`config.mk`:
```
export PLATFORM = sky130hd
export DESIGN_NAME = hdlc_async_frame_encoder
export DESIGN_NICKNAME = d
export VERILOG_FILES = /design/src/sv/hafe_pkg.sv /design/src/sv/hafe_front.sv /design/src/sv/hafe_fifo.sv /design/src/sv/hafe_back.sv /design/src/sv/hdlc_async_frame_encoder.sv
export SDC_FILE = /design/constraint.sdc
export NUM_CORES = 1
export LEC_CHECK = 0
export ABC_AREA = 1
export BUFFER_PORTS_ARGS = -buffer_cell sky130_fd_sc_hd__buf_4
export CORE_MARGIN = 10
export CORE_UTILIZATION = 55
export DETAILED_ROUTE_END_ITERATION = 12
export PLACE_DENSITY_LB_ADDON = 0.15
export SLEW_MARGIN = 40
export SYNTH_ARGS = -nofsm -noshare
export SYNTH_HDL_FRONTEND = slang
export SYNTH_SLANG_ARGS = --single-unit
```
`constraint.sdc`:
```
create_clock -name clock -period 3.44 [get_ports clock]
set_input_delay 0.172 -clock clock [delete_from_list [all_inputs] [get_ports clock]]
set_output_delay 0.172 -clock clock [all_outputs]
set_load 0.01 [all_outputs]
```
`src/sv/hafe_pkg.sv`:
```
package hafe_pkg;

   localparam logic [7:0]  FLAG_BYTE = 8'h7E;
   localparam logic [7:0]  ESC_BYTE  = 8'h7D;
   localparam logic [7:0]  ESC_XOR   = 8'h20;
   localparam logic [15:0] CRC_POLY  = 16'h8408;
   localparam logic [15:0] CRC_INIT  = 16'hFFFF;

   // queue between front and back
   localparam int FIFO_DEPTH = 4;
   localparam int FIFO_AW    = $clog2(FIFO_DEPTH);
   localparam int FIFO_CW    = $clog2(FIFO_DEPTH + 1);

   // serialiser steps
   localparam logic [2:0] ST_OPEN   = 3'd0;
   localparam logic [2:0] ST_DATA   = 3'd1;
   localparam logic [2:0] ST_FCS_LO = 3'd2;
   localparam logic [2:0] ST_FCS_HI = 3'd3;
   localparam logic [2:0] ST_CLOSE  = 3'd4;

   // one classified payload beat
   typedef struct packed {
      logic        opens;
      logic [7:0]  data;
      logic        last_item;
      logic [15:0] fcs;
   } hafe_item_type;

   // crc-16/x.25 over one byte, lsb first
   function automatic logic [15:0] crc_update(input logic [15:0] crc, input logic [7:0] b);
      logic [15:0] c;
      c = crc ^ {8'h00, b};
      for (int k = 0; k < 8; k++) begin
         if (c[0]) begin
            c = (c >> 1) ^ CRC_POLY;
         end else begin
            c = c >> 1;
         end
      end
      return c;
   endfunction

endpackage

```
`src/sv/hafe_front.sv`:
```
module hafe_front
   import hafe_pkg::*;
(
   input  logic          clock,
   input  logic          reset,
   input  logic          req_tvalid,
   output logic          req_tready,
   input  logic [7:0]    req_tdata,   // payload_byte
   input  logic          req_tlast,   // frame_last
   output logic          push_valid,
   input  logic          push_ready,
   output hafe_item_type push_item
);

   logic [15:0] crc_ff, crc_in;
   logic        in_frame_ff, in_frame_in;
   logic [15:0] crc_next;
   logic        accept;

   assign req_tready = push_ready;
   assign push_valid = req_tvalid;
   assign accept     = req_tvalid && push_ready;

   // running crc and classification of the beat
   always_comb begin
      crc_next            = crc_update(crc_ff, req_tdata);
      push_item.opens     = !in_frame_ff;
      push_item.data      = req_tdata;
      push_item.last_item = req_tlast;
      push_item.fcs       = ~crc_next;
      crc_in              = crc_ff;
      in_frame_in         = in_frame_ff;
      if (accept) begin
         crc_in      = req_tlast ? CRC_INIT : crc_next;
         in_frame_in = !req_tlast;
      end
   end

   always_ff @(posedge clock) begin
      if (reset) begin
         crc_ff      <= CRC_INIT;
         in_frame_ff <= 1'b0;
      end else begin
         crc_ff      <= crc_in;
         in_frame_ff <= in_frame_in;
      end
   end

endmodule

```
`src/sv/hafe_fifo.sv`:
```
module hafe_fifo
   import hafe_pkg::*;
(
   input  logic          clock,
   input  logic          reset,
   input  logic          push_valid,
   output logic          push_ready,
   input  hafe_item_type push_item,
   output logic          pop_valid,
   input  logic          pop_ready,
   output hafe_item_type pop_item
);

   hafe_item_type        mem_ff [FIFO_DEPTH];
   logic [FIFO_AW-1:0]   wr_ptr_ff, wr_ptr_in;
   logic [FIFO_AW-1:0]   rd_ptr_ff, rd_ptr_in;
   logic [FIFO_CW-1:0]   count_ff, count_in;
   logic                 do_push, do_pop;

   assign push_ready = (count_ff != FIFO_CW'(FIFO_DEPTH));
   assign pop_valid  = (count_ff != '0);
   assign pop_item   = mem_ff[rd_ptr_ff];
   assign do_push    = push_valid && push_ready;
   assign do_pop     = pop_valid && pop_ready;

   // pointer and fill bookkeeping
   always_comb begin
      wr_ptr_in = do_push ? wr_ptr_ff + 1'b1 : wr_ptr_ff;
      rd_ptr_in = do_pop  ? rd_ptr_ff + 1'b1 : rd_ptr_ff;
      count_in  = count_ff;
      if (do_push && !do_pop) begin
         count_in = count_ff + 1'b1;
      end else if (do_pop && !do_push) begin
         count_in = count_ff - 1'b1;
      end
   end

   always_ff @(posedge clock) begin
      if (reset) begin
         wr_ptr_ff <= '0;
         rd_ptr_ff <= '0;
         count_ff  <= '0;
      end else begin
         wr_ptr_ff <= wr_ptr_in;
         rd_ptr_ff <= rd_ptr_in;
         count_ff  <= count_in;
      end
   end

   // storage
   always_ff @(posedge clock) begin
      if (do_push) begin
         mem_ff[wr_ptr_ff] <= push_item;
      end
   end

endmodule

```
`src/sv/hafe_back.sv`:
```
module hafe_back
   import hafe_pkg::*;
(
   input  logic          clock,
   input  logic          reset,
   input  logic          pop_valid,
   output logic          pop_ready,
   input  hafe_item_type pop_item,
   output logic          rsp_tvalid,
   input  logic          rsp_tready,
   output logic [7:0]    rsp_tdata,   // line_byte
   output logic          rsp_tuser,   // frame_done
   output logic          rsp_tlast    // run_last
);

   hafe_item_type cur_ff, cur_in;
   logic          cur_valid_ff, cur_valid_in;
   logic [2:0]    step_ff, step_in;
   logic          esc_ff, esc_in;
   logic          rsp_valid_ff, rsp_valid_in;
   logic [7:0]    rsp_data_ff, rsp_data_in;
   logic          rsp_user_ff, rsp_user_in;
   logic          rsp_last_ff, rsp_last_in;

   logic          out_free, advance, finish, do_pop;
   logic [7:0]    sel, emit_byte;
   logic          emit_done;
   logic [2:0]    step_adv;
   logic          esc_adv;

   assign out_free = !rsp_valid_ff || rsp_tready;
   assign advance  = cur_valid_ff && out_free;

   // pick the byte to send for this step, with escaping
   always_comb begin
      sel       = 8'h00;
      emit_byte = FLAG_BYTE;
      emit_done = 1'b0;
      finish    = 1'b0;
      step_adv  = step_ff;
      esc_adv   = 1'b0;
      case (step_ff)
         ST_DATA:   sel = cur_ff.data;
         ST_FCS_LO: sel = cur_ff.fcs[7:0];
         ST_FCS_HI: sel = cur_ff.fcs[15:8];
         default:   sel = 8'h00;
      endcase
      case (step_ff)
         ST_OPEN: begin
            emit_byte = FLAG_BYTE;
            step_adv  = ST_DATA;
         end
         ST_DATA, ST_FCS_LO, ST_FCS_HI: begin
            if (!esc_ff && (sel inside {FLAG_BYTE, ESC_BYTE})) begin
               emit_byte = ESC_BYTE;
               esc_adv   = 1'b1;
            end else begin
               emit_byte = esc_ff ? (sel ^ ESC_XOR) : sel;
               if (step_ff == ST_DATA) begin
                  step_adv = ST_FCS_LO;
                  finish   = !cur_ff.last_item;
               end else if (step_ff == ST_FCS_LO) begin
                  step_adv = ST_FCS_HI;
               end else begin
                  step_adv = ST_CLOSE;
               end
            end
         end
         ST_CLOSE: begin
            emit_byte = FLAG_BYTE;
            emit_done = 1'b1;
            finish    = 1'b1;
         end
         default: begin
            finish = 1'b1;
         end
      endcase
   end

   assign pop_ready = !cur_valid_ff || (advance && finish);
   assign do_pop    = pop_valid && pop_ready;

   // current item and step sequencing
   always_comb begin
      cur_in       = cur_ff;
      cur_valid_in = cur_valid_ff;
      step_in      = step_ff;
      esc_in       = esc_ff;
      if (advance) begin
         step_in = step_adv;
         esc_in  = esc_adv;
      end
      if (do_pop) begin
         cur_in       = pop_item;
         cur_valid_in = 1'b1;
         step_in      = pop_item.opens ? ST_OPEN : ST_DATA;
         esc_in       = 1'b0;
      end else if (advance && finish) begin
         cur_valid_in = 1'b0;
      end
   end

   // output register
   always_comb begin
      rsp_valid_in = rsp_valid_ff;
      rsp_data_in  = rsp_data_ff;
      rsp_user_in  = rsp_user_ff;
      rsp_last_in  = rsp_last_ff;
      if (advance) begin
         rsp_valid_in = 1'b1;
         rsp_data_in  = emit_byte;
         rsp_user_in  = emit_done;
         rsp_last_in  = finish;
      end else if (rsp_tready) begin
         rsp_valid_in = 1'b0;
      end
   end

   always_ff @(posedge clock) begin
      if (reset) begin
         cur_valid_ff <= 1'b0;
         step_ff      <= ST_OPEN;
         esc_ff       <= 1'b0;
         rsp_valid_ff <= 1'b0;
      end else begin
         cur_valid_ff <= cur_valid_in;
         step_ff      <= step_in;
         esc_ff       <= esc_in;
         rsp_valid_ff <= rsp_valid_in;
      end
   end

   always_ff @(posedge clock) begin
      cur_ff      <= cur_in;
      rsp_data_ff <= rsp_data_in;
      rsp_user_ff <= rsp_user_in;
      rsp_last_ff <= rsp_last_in;
   end

   assign rsp_tvalid = rsp_valid_ff;
   assign rsp_tdata  = rsp_data_ff;
   assign rsp_tuser  = rsp_user_ff;
   assign rsp_tlast  = rsp_last_ff;

endmodule

```
`src/sv/hdlc_async_frame_encoder.sv`:
```
// path: a payload beat passes the queue, the current-item register and the output register
// throughput: the serialiser sends one line byte per cycle unless the output stalls; an item
// is 1 to 8 line bytes (flags, escapes, two fcs bytes); a four-entry queue decouples input from output
// reset: synchronous, active high; crc returns to 0xffff, no frame open, queue and
// output register empty
module hdlc_async_frame_encoder
   import hafe_pkg::*;
(
   input  logic       clock,
   input  logic       reset,
   input  logic       req_tvalid,
   output logic       req_tready,
   input  logic [7:0] req_tdata,   // payload_byte
   input  logic       req_tlast,   // frame_last
   output logic       rsp_tvalid,
   input  logic       rsp_tready,
   output logic [7:0] rsp_tdata,   // line_byte
   output logic       rsp_tuser,   // frame_done
   output logic       rsp_tlast    // run_last
);

   logic          push_valid, push_ready;
   hafe_item_type push_item;
   logic          pop_valid, pop_ready;
   hafe_item_type pop_item;

   // classify beats and keep the crc
   hafe_front u_front (
      .clock      (clock),
      .reset      (reset),
      .req_tvalid (req_tvalid),
      .req_tready (req_tready),
      .req_tdata  (req_tdata),
      .req_tlast  (req_tlast),
      .push_valid (push_valid),
      .push_ready (push_ready),
      .push_item  (push_item)
   );

   // decoupling queue
   hafe_fifo u_fifo (
      .clock      (clock),
      .reset      (reset),
      .push_valid (push_valid),
      .push_ready (push_ready),
      .push_item  (push_item),
      .pop_valid  (pop_valid),
      .pop_ready  (pop_ready),
      .pop_item   (pop_item)
   );

   // byte serialiser with stuffing
   hafe_back u_back (
      .clock      (clock),
      .reset      (reset),
      .pop_valid  (pop_valid),
      .pop_ready  (pop_ready),
      .pop_item   (pop_item),
      .rsp_tvalid (rsp_tvalid),
      .rsp_tready (rsp_tready),
      .rsp_tdata  (rsp_tdata),
      .rsp_tuser  (rsp_tuser),
      .rsp_tlast  (rsp_tlast)
   );

endmodule

```
==> results.md <==
* Status: finished, final reports clean
* CTS tree: yes
* Worst Path Arrival at 3.40 ns
* WL final at 13700 um
* Drt wl/cell at 17.6 um
* Diode count at 0
* Die area at 0.0172 mm2
* DR pass1 iterations at 5
* Final Cycle Share at 0.903
* Main combinational cell family by area after synthesis: simple AND/OR/NAND/NOR gates
* Synthesized Nets at 576
* RSZ-0062 raised after global routing: no
* Layout Nets at 619
* Synth top area cells: edfxtp_1 61%, dfxtp_1 9.4%, o21ai_0 4.9%
* Yosys reg bits at 171
* Slew headroom at 0.511
* Mapped Cells at 557
* # resized after CTS at 0
* Clock Sinks at 171
* Worst-case clock buffer depth at 2
* Core area at 0.0121 mm2
* Hold path startpoint: rsp_tready
* Worst Hold Class: in2reg
* Initial antenna violation count at 0
* Vias in the first global route at 4286
* Storage element area at 0.00481 mm2
* Mux share of post-synthesis cell area at 0
* Post-synth EDFFs at 139
* CP Launch Type: flop
* Initial DRC count at 441
* Slew Limit Fails at 0
* Most common cell in the netlist: edfxtp_1
* Layout area overhead at 15.5%
* Fmax at 0.322 GHz
* Data required, critical path at 3.74 ns
* H-Tree Depth at 4
* Worst-skew pair later-pin latency at 0.41 ns
* VDD IR max at 0.494 mV
* GRT Total Usage at 0.162
* Site row count at 40
* Syn avg cell area at 12.2 um2
* Power Dens Cells at 843 mW/mm2
* Synth Area in Simple Gates at 0.111
* Post-CTS setup buffer count at 0
* Worst r2r src: u_back.step_ff[0]
* Tmin final at 3.11 ns
* Pleak at 2.85 nW
* Synth Flop Type: edfxtp_1
* First-pass GRT wire length at 22100 um
* Synth top cells by count: 139 x edfxtp_1, 70 x nor2_1, 66 x o21ai_0, 59 x nand2_1, 40 x inv_1
* Clock Tree Root: clkbuf_16
* CP startpoint: u_back.step_ff[0]
* Post-route antenna net violation count at 0
* Port buffer count at 24
* Number of vias per cell at 5.48
* MaxCap Viol Count at 0
* Critical Setup Path Class: reg2reg
* Synth cell types at 30
* Synth top area share at 0.614
* Via count at 4264
* Setup_tns at 0 ns
* Gp weighted congestion at 0.854
* Power Total at 6.61 mW
* Area share of xor/xnor cells in the synthesized design at 0.0322
* Largest net degree at the start of global routing at 53
* Share of flip-flops with an asynchronous set or reset at 0
* Clk slew on worst S/H paths at 0.06 ns
* CTS buffer count at 17
* Worst-Margin Slew at 0.732 ns
* Synth Area in Adders at 0.0122
* Ports at 25
* Die width at 131 um
* Total gr overflow at 0
* Fillcell total at 919
* Clock skew at 0.00847 ns
* Synthesized cell area at 0.00680 mm2
* Compound-Gate Fraction of Synth Area at 0.0952
* Final Hold Violating Endpoints at 0
* DRC viols at 0
* Chip height at 131 um
* Initial core utilization at 0.563
* Sequential cell area fraction in the yosys report at 0.709
* Dpl hpwl at 8710 um
* Final setup viols at 0
* Element type at the critical path end: flop
* Fraction of layout cells with a size suffix above 1 at 0.131
* Critical Path Fanout Max at 11
* Warnings from Yosys at 0
* Area of the multi-input gates at 0.00172 mm2
* WHS at 0.0214 ns
* Yosys top cell by area: edfxtp_1
-- sequential cells by signal (all words and copies together), names as in the netlist, named ones only --
| name | count |
|---|---|
| u_back.esc_ff | 1 |
| u_fifo.wr_ptr_ff | 2 |
| u_fifo.mem_ff | 104 |
| u_back.cur_ff | 25 |
| u_back.rsp_tdata | 8 |
| u_back.cur_valid_ff | 1 |
| u_back.rsp_tuser | 1 |
| u_back.step_ff | 3 |
| u_fifo.count_ff | 3 |
| u_back.rsp_tvalid | 1 |
| u_fifo.rd_ptr_ff | 2 |
| u_back.rsp_tlast | 1 |
| u_front.in_frame_ff | 1 |
| u_front.crc_ff | 16 |
-- worst max-delay path, stage by stage (launching register included) --
cell,delay (ns)
dfxtp_1,0.66
nand2_1,0.23
nor2_4,0.20
nand2_1,0.11
nand3_1,0.09
nand2_1,0.06
nor2_2,0.10
nand3_2,0.16
nand3_2,0.12
nand2_4,0.07
nand2_4,0.08
ha_1,0.14
inv_1,0.07
fa_1,0.43
a21oi_1,0.14
o21ai_0,0.11
o21ai_0,0.17
a21oi_1,0.06
-- per-layer routing --
layer	share of wire	GRT usage
met2	0.49	0.263
met5	0	0
met1	0.45	0.208
met4	0.011	0.0644
met3	0.054	0.0354
-- repair_timing --
item	4_1_cts	5_1_grt
setup endpoints to repair	0	0
hold buffers	10	0
endpoints found under the hold margin	41	0
-- through the flow --
step                      instances  instance area [um2]  setup WS, ns   util
after floorplan                 557                 6800         0.965      -
after global placement          739                 7190         0.425  0.596
after detailed placement        739                 7190         0.339  0.596
after CTS                       778                 7850         0.333  0.651
after global routing            778                 7850       0.00147  0.651
final                           778                 7850         0.332  0.651
-- cells in the final DEF (no fill, tap or decap) --
cell           instances
nor2_1                66
clkbuf_1               1
inv_6                  1
o21ai_0               66
nor3_1                 4
edfxtp_1             139
dfxtp_1               32
fa_1                   1
clkinv_1               4
dlygate4sd3_1         10
o22ai_1               35
buf_4                 37
nand3_2                2
a32o_1                 1
ha_1                   5
nor3_2                 1
inv_1                 40
nand2_1               59
nand3_1               18
nor2_2                 5
or2_2                  1
xnor2_1               20
clkinvlp_2             1
inv_2                  1
nand4_1                7
clkbuf_16             17
nand2_4                3
a21o_1                 1
clkinv_2               4
nor2_8                 1
xor2_1                 5
a21oi_1               16
clkinvlp_4             1
nor2_4                 2
bufinv_16              3
-- kinds of logic (layout without fill, tap and decap cells) --
kind of cell,count (synthesis),in the layout
xor+xnor,25,25
fa+ha+maj,6,6
simple gates,169,169
flops,171,171
compound gates,119,119
buf+inv,67,120
-- power breakdown --
part | total [mW] | switching [mW] | internal (mW)
sequential | 3.07 | 0.178 | 2.89
combinational | 1.72 | 1.18 | 0.534
clock | 1.82 | 0.708 | 1.12
total | 6.61 | 2.07 | 4.54
-- worst paths after layout --
check                                           end  slack (ns)  cells after the start
worst max-delay path             u_fifo.count_ff[2]        0.33                     17
worst min-delay path              u_back.rsp_tvalid        0.02                      4
worst max register to register   u_fifo.count_ff[2]        0.33                     17
worst min register to register  u_front.in_frame_ff        0.47                      2
-- cell type report --
type | count | area share
clock buffers | 18 | 0.0547
flip-flops and latches | 171 | 0.614
clock inverters | 11 | 0.0166
multi-input cells | 319 | 0.219
well taps | 168 | 0.0268
inverters | 44 | 0.0217
repair buffers | 47 | 0.0482
No activity file was read; power rests on OpenSTA's default activity.
